**src/rtl/llex_pkg.sv**
```systemverilog
package llex_pkg;

  localparam int VALUE_WIDTH = 31;
  localparam int CONST_W     = 31;

  localparam logic [2:0] KIND_LEFT   = 3'd0;
  localparam logic [2:0] KIND_RIGHT  = 3'd1;
  localparam logic [2:0] KIND_QUOTE  = 3'd2;
  localparam logic [2:0] KIND_SYMCH  = 3'd3;
  localparam logic [2:0] KIND_SYMEND = 3'd4;
  localparam logic [2:0] KIND_CONST  = 3'd5;
  localparam logic [2:0] KIND_ERROR  = 3'd6;

  localparam int QUEUE_DEPTH = 4;
  localparam int QPTR_W      = $clog2(QUEUE_DEPTH);
  localparam int QCNT_W      = $clog2(QUEUE_DEPTH + 1);

  typedef struct packed {
    logic [7:0] char_byte;
    logic       end_of_input;
  } in_item_t;

  typedef struct packed {
    logic [2:0]         kind;
    logic [7:0]         symbol_char;
    logic [CONST_W-1:0] const_value;
    logic               overflow;
    logic               last;
  } out_item_t;

  // up to two results from one input word, first one always in item0
  typedef struct packed {
    logic      wr0;
    logic      wr1;
    out_item_t item0;
    out_item_t item1;
  } push_t;

endpackage

```
**src/rtl/lisp_token_lexer.sv**
```systemverilog
// a word's results are written into the queue when the byte is taken and reach
// out_ through the output register; a second result of the same byte follows it
// throughput: one byte per cycle, results one per cycle while out_stall is low,
// via a four-entry queue; in_stall rises while fewer than two entries are free
// reset (rst_n low, synchronous) returns the lexer to idle with a zero
// constant and empties the queue and the output register
module lisp_token_lexer
  import llex_pkg::*;
(
  input  logic      clk,
  input  logic      rst_n,
  input  logic      in_valid,
  output logic      in_stall,
  input  in_item_t  in_item,
  output logic      out_valid,
  input  logic      out_stall,
  output out_item_t out_item
);

  logic  accept;
  logic  full;
  push_t push;

  assign in_stall = full;
  assign accept   = in_valid & ~full;

  llex_front u_front (
    .clk     (clk),
    .rst_n   (rst_n),
    .accept  (accept),
    .in_item (in_item),
    .push    (push)
  );

  llex_queue u_queue (
    .clk       (clk),
    .rst_n     (rst_n),
    .push      (push),
    .full      (full),
    .out_valid (out_valid),
    .out_stall (out_stall),
    .out_item  (out_item)
  );

endmodule

```
**src/rtl/llex_front.sv**
```systemverilog
module llex_front
  import llex_pkg::*;
(
  input  logic     clk,
  input  logic     rst_n,
  input  logic     accept,
  input  in_item_t in_item,
  output push_t    push
);

  localparam logic [1:0] MODE_IDLE  = 2'd0;
  localparam logic [1:0] MODE_SYM   = 2'd1;
  localparam logic [1:0] MODE_CONST = 2'd2;

  localparam logic [7:0] CH_LEFT  = 8'h28;
  localparam logic [7:0] CH_RIGHT = 8'h29;
  localparam logic [7:0] CH_QUOTE = 8'h27;
  localparam logic [7:0] CH_PLUS  = 8'h2b;
  localparam logic [7:0] CH_MINUS = 8'h2d;
  localparam logic [7:0] CH_STAR  = 8'h2a;
  localparam logic [7:0] CH_SLASH = 8'h2f;
  localparam logic [7:0] CH_ZERO  = 8'h30;
  localparam logic [7:0] CH_NINE  = 8'h39;

  localparam int EXT_W = VALUE_WIDTH + 4;

  logic [1:0]             mode_r, mode_nxt;
  logic [VALUE_WIDTH-1:0] acc_r, acc_nxt;
  logic                   ovf_r, ovf_nxt;

  logic [7:0]       c;
  logic             is_space, is_sym, is_digit;
  logic [3:0]       digit;
  logic [EXT_W-1:0] acc_ext, acc_next_ext;

  logic                   f_valid;
  out_item_t              f_item;
  logic [1:0]             f_mode;
  logic [VALUE_WIDTH-1:0] f_acc;

  logic      p_valid;
  out_item_t p_item;

  function automatic out_item_t mk_item(logic [2:0] kind, logic [7:0] ch,
                                        logic [CONST_W-1:0] val, logic ovf);
    out_item_t r;
    r.kind        = kind;
    r.symbol_char = ch;
    r.const_value = val;
    r.overflow    = ovf;
    r.last        = 1'b0;
    return r;
  endfunction

  assign c        = in_item.char_byte;
  assign is_space = c inside {8'd32, [8'd9:8'd13]};
  assign is_sym   = c inside {[8'h41:8'h5a], [8'h61:8'h7a], CH_PLUS, CH_MINUS,
                              CH_STAR, CH_SLASH};
  assign is_digit = c inside {[CH_ZERO:CH_NINE]};
  assign digit    = c[3:0];

  // acc * 10 + d, saturates when anything lands above the value width
  assign acc_ext      = EXT_W'(acc_r);
  assign acc_next_ext = (acc_ext << 3) + (acc_ext << 1) + EXT_W'(digit);

  // a byte seen with no symbol or constant open
  always_comb begin
    f_valid = 1'b0;
    f_item  = mk_item(KIND_ERROR, 8'd0, '0, 1'b0);
    f_mode  = MODE_IDLE;
    f_acc   = '0;
    if (is_space) begin
      f_valid = 1'b0;
    end else if (c == CH_LEFT) begin
      f_valid = 1'b1;
      f_item  = mk_item(KIND_LEFT, 8'd0, '0, 1'b0);
    end else if (c == CH_RIGHT) begin
      f_valid = 1'b1;
      f_item  = mk_item(KIND_RIGHT, 8'd0, '0, 1'b0);
    end else if (c == CH_QUOTE) begin
      f_valid = 1'b1;
      f_item  = mk_item(KIND_QUOTE, 8'd0, '0, 1'b0);
    end else if (is_sym) begin
      f_valid = 1'b1;
      f_item  = mk_item(KIND_SYMCH, c, '0, 1'b0);
      f_mode  = MODE_SYM;
    end else if (is_digit) begin
      f_acc  = VALUE_WIDTH'(digit);
      f_mode = MODE_CONST;
    end else begin
      f_valid = 1'b1;
    end
  end

  always_comb begin
    p_valid  = 1'b0;
    p_item   = mk_item(KIND_SYMEND, 8'd0, '0, 1'b0);
    mode_nxt = mode_r;
    acc_nxt  = acc_r;
    ovf_nxt  = ovf_r;
    push     = '0;

    if (in_item.end_of_input) begin
      if (mode_r == MODE_SYM) begin
        p_valid = 1'b1;
      end else if (mode_r == MODE_CONST) begin
        p_valid = 1'b1;
        p_item  = mk_item(KIND_CONST, 8'd0, CONST_W'(acc_r), ovf_r);
      end
      mode_nxt = MODE_IDLE;
      acc_nxt  = '0;
      ovf_nxt  = 1'b0;
    end else begin
      case (mode_r)
        MODE_SYM: begin
          if (is_sym) begin
            p_valid = 1'b1;
            p_item  = mk_item(KIND_SYMCH, c, '0, 1'b0);
          end else begin
            p_valid  = 1'b1;
            mode_nxt = f_mode;
            acc_nxt  = f_acc;
            ovf_nxt  = 1'b0;
          end
        end
        MODE_CONST: begin
          if (is_digit) begin
            if (acc_next_ext[EXT_W-1:VALUE_WIDTH] != '0) begin
              acc_nxt = '1;
              ovf_nxt = 1'b1;
            end else begin
              acc_nxt = acc_next_ext[VALUE_WIDTH-1:0];
            end
          end else begin
            p_valid  = 1'b1;
            p_item   = mk_item(KIND_CONST, 8'd0, CONST_W'(acc_r), ovf_r);
            mode_nxt = f_mode;
            acc_nxt  = f_acc;
            ovf_nxt  = 1'b0;
          end
        end
        default: begin
          mode_nxt = f_mode;
          acc_nxt  = f_acc;
          ovf_nxt  = 1'b0;
        end
      endcase
    end

    // pack results in order; the fresh byte only follows a closed token
    if (p_valid) begin
      push.wr0   = accept;
      push.item0 = p_item;
      if (!in_item.end_of_input && (mode_r == MODE_SYM || mode_r == MODE_CONST) &&
          !(mode_r == MODE_SYM && is_sym) && !(mode_r == MODE_CONST && is_digit)) begin
        push.wr1   = accept & f_valid;
        push.item1 = f_item;
      end
    end else if (!in_item.end_of_input && mode_r != MODE_SYM && mode_r != MODE_CONST) begin
      push.wr0   = accept & f_valid;
      push.item0 = f_item;
    end
    push.item0.last = !push.wr1;
    push.item1.last = 1'b1;
  end

  always_ff @(posedge clk) begin
    if (!rst_n) begin
      mode_r <= MODE_IDLE;
      acc_r  <= '0;
      ovf_r  <= 1'b0;
    end else if (accept) begin
      mode_r <= mode_nxt;
      acc_r  <= acc_nxt;
      ovf_r  <= ovf_nxt;
    end
  end

endmodule

```
**src/rtl/llex_queue.sv**
```systemverilog
module llex_queue
  import llex_pkg::*;
(
  input  logic      clk,
  input  logic      rst_n,
  input  push_t     push,
  output logic      full,
  output logic      out_valid,
  input  logic      out_stall,
  output out_item_t out_item
);

  out_item_t mem [QUEUE_DEPTH];

  logic [QPTR_W-1:0] wr_ptr_r, wr_ptr_nxt;
  logic [QPTR_W-1:0] rd_ptr_r, rd_ptr_nxt;
  logic [QCNT_W-1:0] count_r, count_nxt;
  logic              out_valid_r, out_valid_nxt;
  out_item_t         out_item_r;

  logic [1:0]        n_push;
  logic              pop;
  logic [QPTR_W-1:0] wr_ptr_plus1;

  assign n_push       = {1'b0, push.wr0} + {1'b0, push.wr1};
  assign pop          = (count_r != '0) && (!out_valid_r || !out_stall);
  assign wr_ptr_plus1 = wr_ptr_r + QPTR_W'(1);

  assign wr_ptr_nxt    = wr_ptr_r + QPTR_W'(n_push);
  assign rd_ptr_nxt    = rd_ptr_r + QPTR_W'(pop);
  assign count_nxt     = count_r + QCNT_W'(n_push) - QCNT_W'(pop);
  assign out_valid_nxt = pop | (out_valid_r & out_stall);

  // room for two results is needed before taking the next byte
  assign full      = count_r > QCNT_W'(QUEUE_DEPTH - 2);
  assign out_valid = out_valid_r;
  assign out_item  = out_item_r;

  always_ff @(posedge clk) begin
    if (push.wr0) begin
      mem[wr_ptr_r] <= push.item0;
    end
    if (push.wr1) begin
      mem[wr_ptr_plus1] <= push.item1;
    end
    if (pop) begin
      out_item_r <= mem[rd_ptr_r];
    end
  end

  always_ff @(posedge clk) begin
    if (!rst_n) begin
      wr_ptr_r    <= '0;
      rd_ptr_r    <= '0;
      count_r     <= '0;
      out_valid_r <= 1'b0;
    end else begin
      wr_ptr_r    <= wr_ptr_nxt;
      rd_ptr_r    <= rd_ptr_nxt;
      count_r     <= count_nxt;
      out_valid_r <= out_valid_nxt;
    end
  end

endmodule

```
**config.mk**
```make
export PLATFORM = sky130hd
export DESIGN_NAME = lisp_token_lexer
export DESIGN_NICKNAME = d
export VERILOG_FILES = /design/src/rtl/llex_pkg.sv /design/src/rtl/lisp_token_lexer.sv /design/src/rtl/llex_front.sv /design/src/rtl/llex_queue.sv
export SDC_FILE = /design/constraint.sdc
export NUM_CORES = 1
export LEC_CHECK = 0
export ABC_AREA = 1
export BUFFER_PORTS_ARGS = -buffer_cell sky130_fd_sc_hd__buf_2
export CELL_PAD_IN_SITES_DETAIL_PLACEMENT = 0
export CELL_PAD_IN_SITES_GLOBAL_PLACEMENT = 2
export CORE_MARGIN = 2
export CORE_UTILIZATION = 33
export CTS_CLUSTER_SIZE = 14
export DETAILED_ROUTE_END_ITERATION = 16
export PLACE_DENSITY = 0.78
export SYNTH_ARGS = -nofsm -noshare
export SYNTH_HDL_FRONTEND = slang
export SYNTH_SLANG_ARGS = --single-unit
```
**constraint.sdc**
```tcl
create_clock -name clk -period 6.3 [get_ports clk]
set_clock_uncertainty 0.2 [all_clocks]
set_input_delay 0.945 -clock clk [delete_from_list [all_inputs] [get_ports clk]]
set_output_delay 0.945 -clock clk [all_outputs]
set_load 0.01 [all_outputs]
```
==> results.yml <==
status:
  status: "finished clean"
clocking:
  cts_tree: "done"
  cts-root-to-sink-buffers: 3
  cts_max_level: 1
  ctsRootBufferMaster: "sky130_fd_sc_hd__clkbuf_16"
  clk_latency_ns: 0.55
  worst_setup_hold_path_clk_slew_ns: 0.06
  resize_count_post_cts: 0
  number_of_sinks_on_the_clock_net: 262
  post-cts-setup-buffer-count: 0
  postCtsHoldBufs: 0
  numCtsBuffers: 29
timing:
  hold_viol: 0
  setup-violations-final: 0
  period_utilization_pct: 65.27
  grt_setup_unrepaired: "false"
  crit_path_setup_slack_layout_ns: 2.188
  max_freq_mhz: 243.2
  timing_worst_slew_pin_value_ns: 1.102
  timing.setup.tns_ns: 0
  worst_slew_slack_as_a_fraction_of_its_limit_pct: 26.34
  drv_slew: 0
  fin_crit_ns: 4.112
power:
  vdd_ir_drop_max_uv: 200.0
  cellPowerDensity_nw_per_um2: 347.0
  power.static_leakage_uw: 0.006867
detailed_routing:
  drtPass1Iterations: 5
  num_vias: 11870
  antenna_violating_nets_post_route: 0
  routed_via_density: 5.007
  drt_iter0_drc: 706
  wl_per_cell_um: 17.79
  post_route_wl_um: 42170
  drc_errors: 0
die:
  core.rowCount: 74
  initial_core_util_pct: 33.63
  dieArea_um2: 43450
  io-pin-count: 59
  fp.coreArea_um2: 41020
  die_x_um: 208.5
  dieHeight_um: 208.5
job:
  max_cap_violations: 0
placed_design:
  place_worst_setup_slack_ns: 1.634
  detailedPlacementHpwl_um: 27810
  post_dp_cell_area_um2: 14390
  globalplace.congestion: 0.8265
  buffer_ports.inserted: 58
setup_path:
  critPathKind: "primary input to register"
  setup.worst_path.end_class: "register"
  start_kind: "primary input"
  worst-r2r-cell-count: 14
  critical_path_peak_fanout: 30
  cp_data_required_time_ns: 6.49
  worst-endpoint-arrival_ns: 4.30
finish:
  final_layout_size_suffix_gt1_share_pct: 8.651
  finish.instance_area_um2: 15360
  fillerInstances: 4367
  layout-area-overhead-vs-synth_pct: 11.35
  num_antenna_cells: 0
  post-route-util_pct: 37.45
  nNetsFinal: 1901
global_routing:
  antenna_found_initial: 0
  grt_pass1_wl_um: 67190
  first_global_vias: 11830
  grt_max_degree: 90
  grt_util_all_layers_pct: 19.52
  overflow_after_grt: 0
synth:
  ys.flop_type: "sky130_fd_sc_hd__dfxtp_1"
  ys_async_sr_fraction_pct: 0
  yosysWarnings: 0
  post_synth_inst_count: 1805
  post_synth_num_cell_types: 52
  ys_seq_elements: 262
  synth_sequential_area_ratio_pct: 44.41
  avgSynthCellArea_um2: 7.642
  synth-edff-count: 88
  synthesis.area_um2: 13790
hold_path:
  whs_path_depth: 2
  worst_hold_path_type: "register to register"
==> per-layer routing <==
layer / GRT usage (%) / share of wire, %
met1: 27.92 / 50
met2: 31.93 / 45
met3: 1.600 / 3.9
met4: 4.589 / 1.5
met5: 0 / 0
==> Yosys cell counts (all sizes together), types with 4 or more instances <==
cell type  instances  area (um^2)
nand2            361         1395
nor2             289         1100
buf               47        296.5
nor3              16        101.4
a21oi             96        480.5
ha                69        863.3
edfxtp            88         2643
o211ai             4        30.03
xnor2              9        78.83
o21bai             6        45.04
o22ai             48        300.3
inv              153        579.3
xor2              16        140.1
dfxtp            174         3483
clkbuf            43        162.7
nand3             88        463.0
o21ai            262         1319
nand3b             4        42.54
a31oi              4        40.04
==> area by class of cell <==
| type | count | area (um^2) | share of cell area (%) |
|---|---|---|---|
| multi-input cells | 1301 | 6649 | 43.29 |
| flip-flops and latches | 262 | 6127 | 39.89 |
| clock buffers | 36 | 762.0 | 4.961 |
| well taps | 532 | 665.6 | 4.334 |
| inverters | 155 | 588.1 | 3.829 |
| repair buffers | 67 | 357.8 | 2.330 |
| clock inverters | 17 | 210.2 | 1.369 |
==> worst max-delay path: stages <==
cell	delay (ns)
sky130_fd_sc_hd__buf_2	0.17
sky130_fd_sc_hd__fa_1	0.54
sky130_fd_sc_hd__fa_1	0.47
sky130_fd_sc_hd__nand2_1	0.08
sky130_fd_sc_hd__nand2_1	0.08
sky130_fd_sc_hd__nand2_1	0.11
sky130_fd_sc_hd__inv_1	0.06
sky130_fd_sc_hd__a21oi_1	0.22
sky130_fd_sc_hd__o21ai_1	0.18
sky130_fd_sc_hd__nand2_1	0.10
sky130_fd_sc_hd__nand2_1	0.05
sky130_fd_sc_hd__nor2_1	0.07
sky130_fd_sc_hd__nand2_1	0.62
sky130_fd_sc_hd__o21ai_0	0.49
sky130_fd_sc_hd__a21oi_1	0.10
==> sequential cells by signal, summed over array words and instances (netlist names) <==
signal	count
u_front.acc_r	31
u_front.mode_r	2
u_front.ovf_r	1
u_queue.count_r	3
u_queue.mem	176
u_queue.out_item	44
u_queue.out_valid	1
u_queue.rd_ptr_r	2
u_queue.wr_ptr_r	2
==> power breakdown <==
| part | internal [uW] | switching, uW |
|---|---|---|
| registers | 2190 | 124 |
| logic | 412 | 862 |
| clock network | 1060 | 683 |
| total | 3660 | 1670 |
==> final timing paths <==
| kind | from | slack, ns | endpoint |
|---|---|---|---|
| worst max-delay path | in_item[4] | 2.19 | u_front.acc_r[15] |
| worst min-delay path | u_queue.mem[2][3] | 0.26 | u_queue.mem[2][3] |
| worst max register to register | u_front.acc_r[2] | 2.32 | u_front.acc_r[15] |
| worst min register to register | u_queue.mem[2][3] | 0.26 | u_queue.mem[2][3] |
==> stage by stage <==
stage / cells / hold slack (ns) / total power (uW)
floorplan: 1808 / 0.2349 / 3188
global placement: 2317 / 0.2444 / 3623
detailed placement: 2317 / 0.2524 / 3642
CTS: 2370 / 0.2615 / 5391
global route: 2370 / 0.2755 / 5643
finish: 2370 / 0.2607 / 5329
==> cells by family after synthesis <==
group	after synthesis	synth area share, %
xor+xnor	25	1.587
fa+ha+maj	72	6.694
flops	262	44.41
other cells	1	0.02718
simple gates	768	22.95
buf+inv	245	7.583
compound gates	432	16.75
==> layout by cell type, fill, tap and decap left out, types with 48 or more instances in the layout <==
master	count
sky130_fd_sc_hd__a21oi_1	96
sky130_fd_sc_hd__buf_2	58
sky130_fd_sc_hd__dfxtp_1	173
sky130_fd_sc_hd__edfxtp_1	88
sky130_fd_sc_hd__ha_1	69
sky130_fd_sc_hd__inv_1	136
sky130_fd_sc_hd__nand2_1	349
sky130_fd_sc_hd__nand3_1	85
sky130_fd_sc_hd__nor2_1	285
sky130_fd_sc_hd__o21ai_0	191
sky130_fd_sc_hd__o21ai_1	68
sky130_fd_sc_hd__o22ai_1	48
No activity file was read; power rests on OpenSTA's default activity.
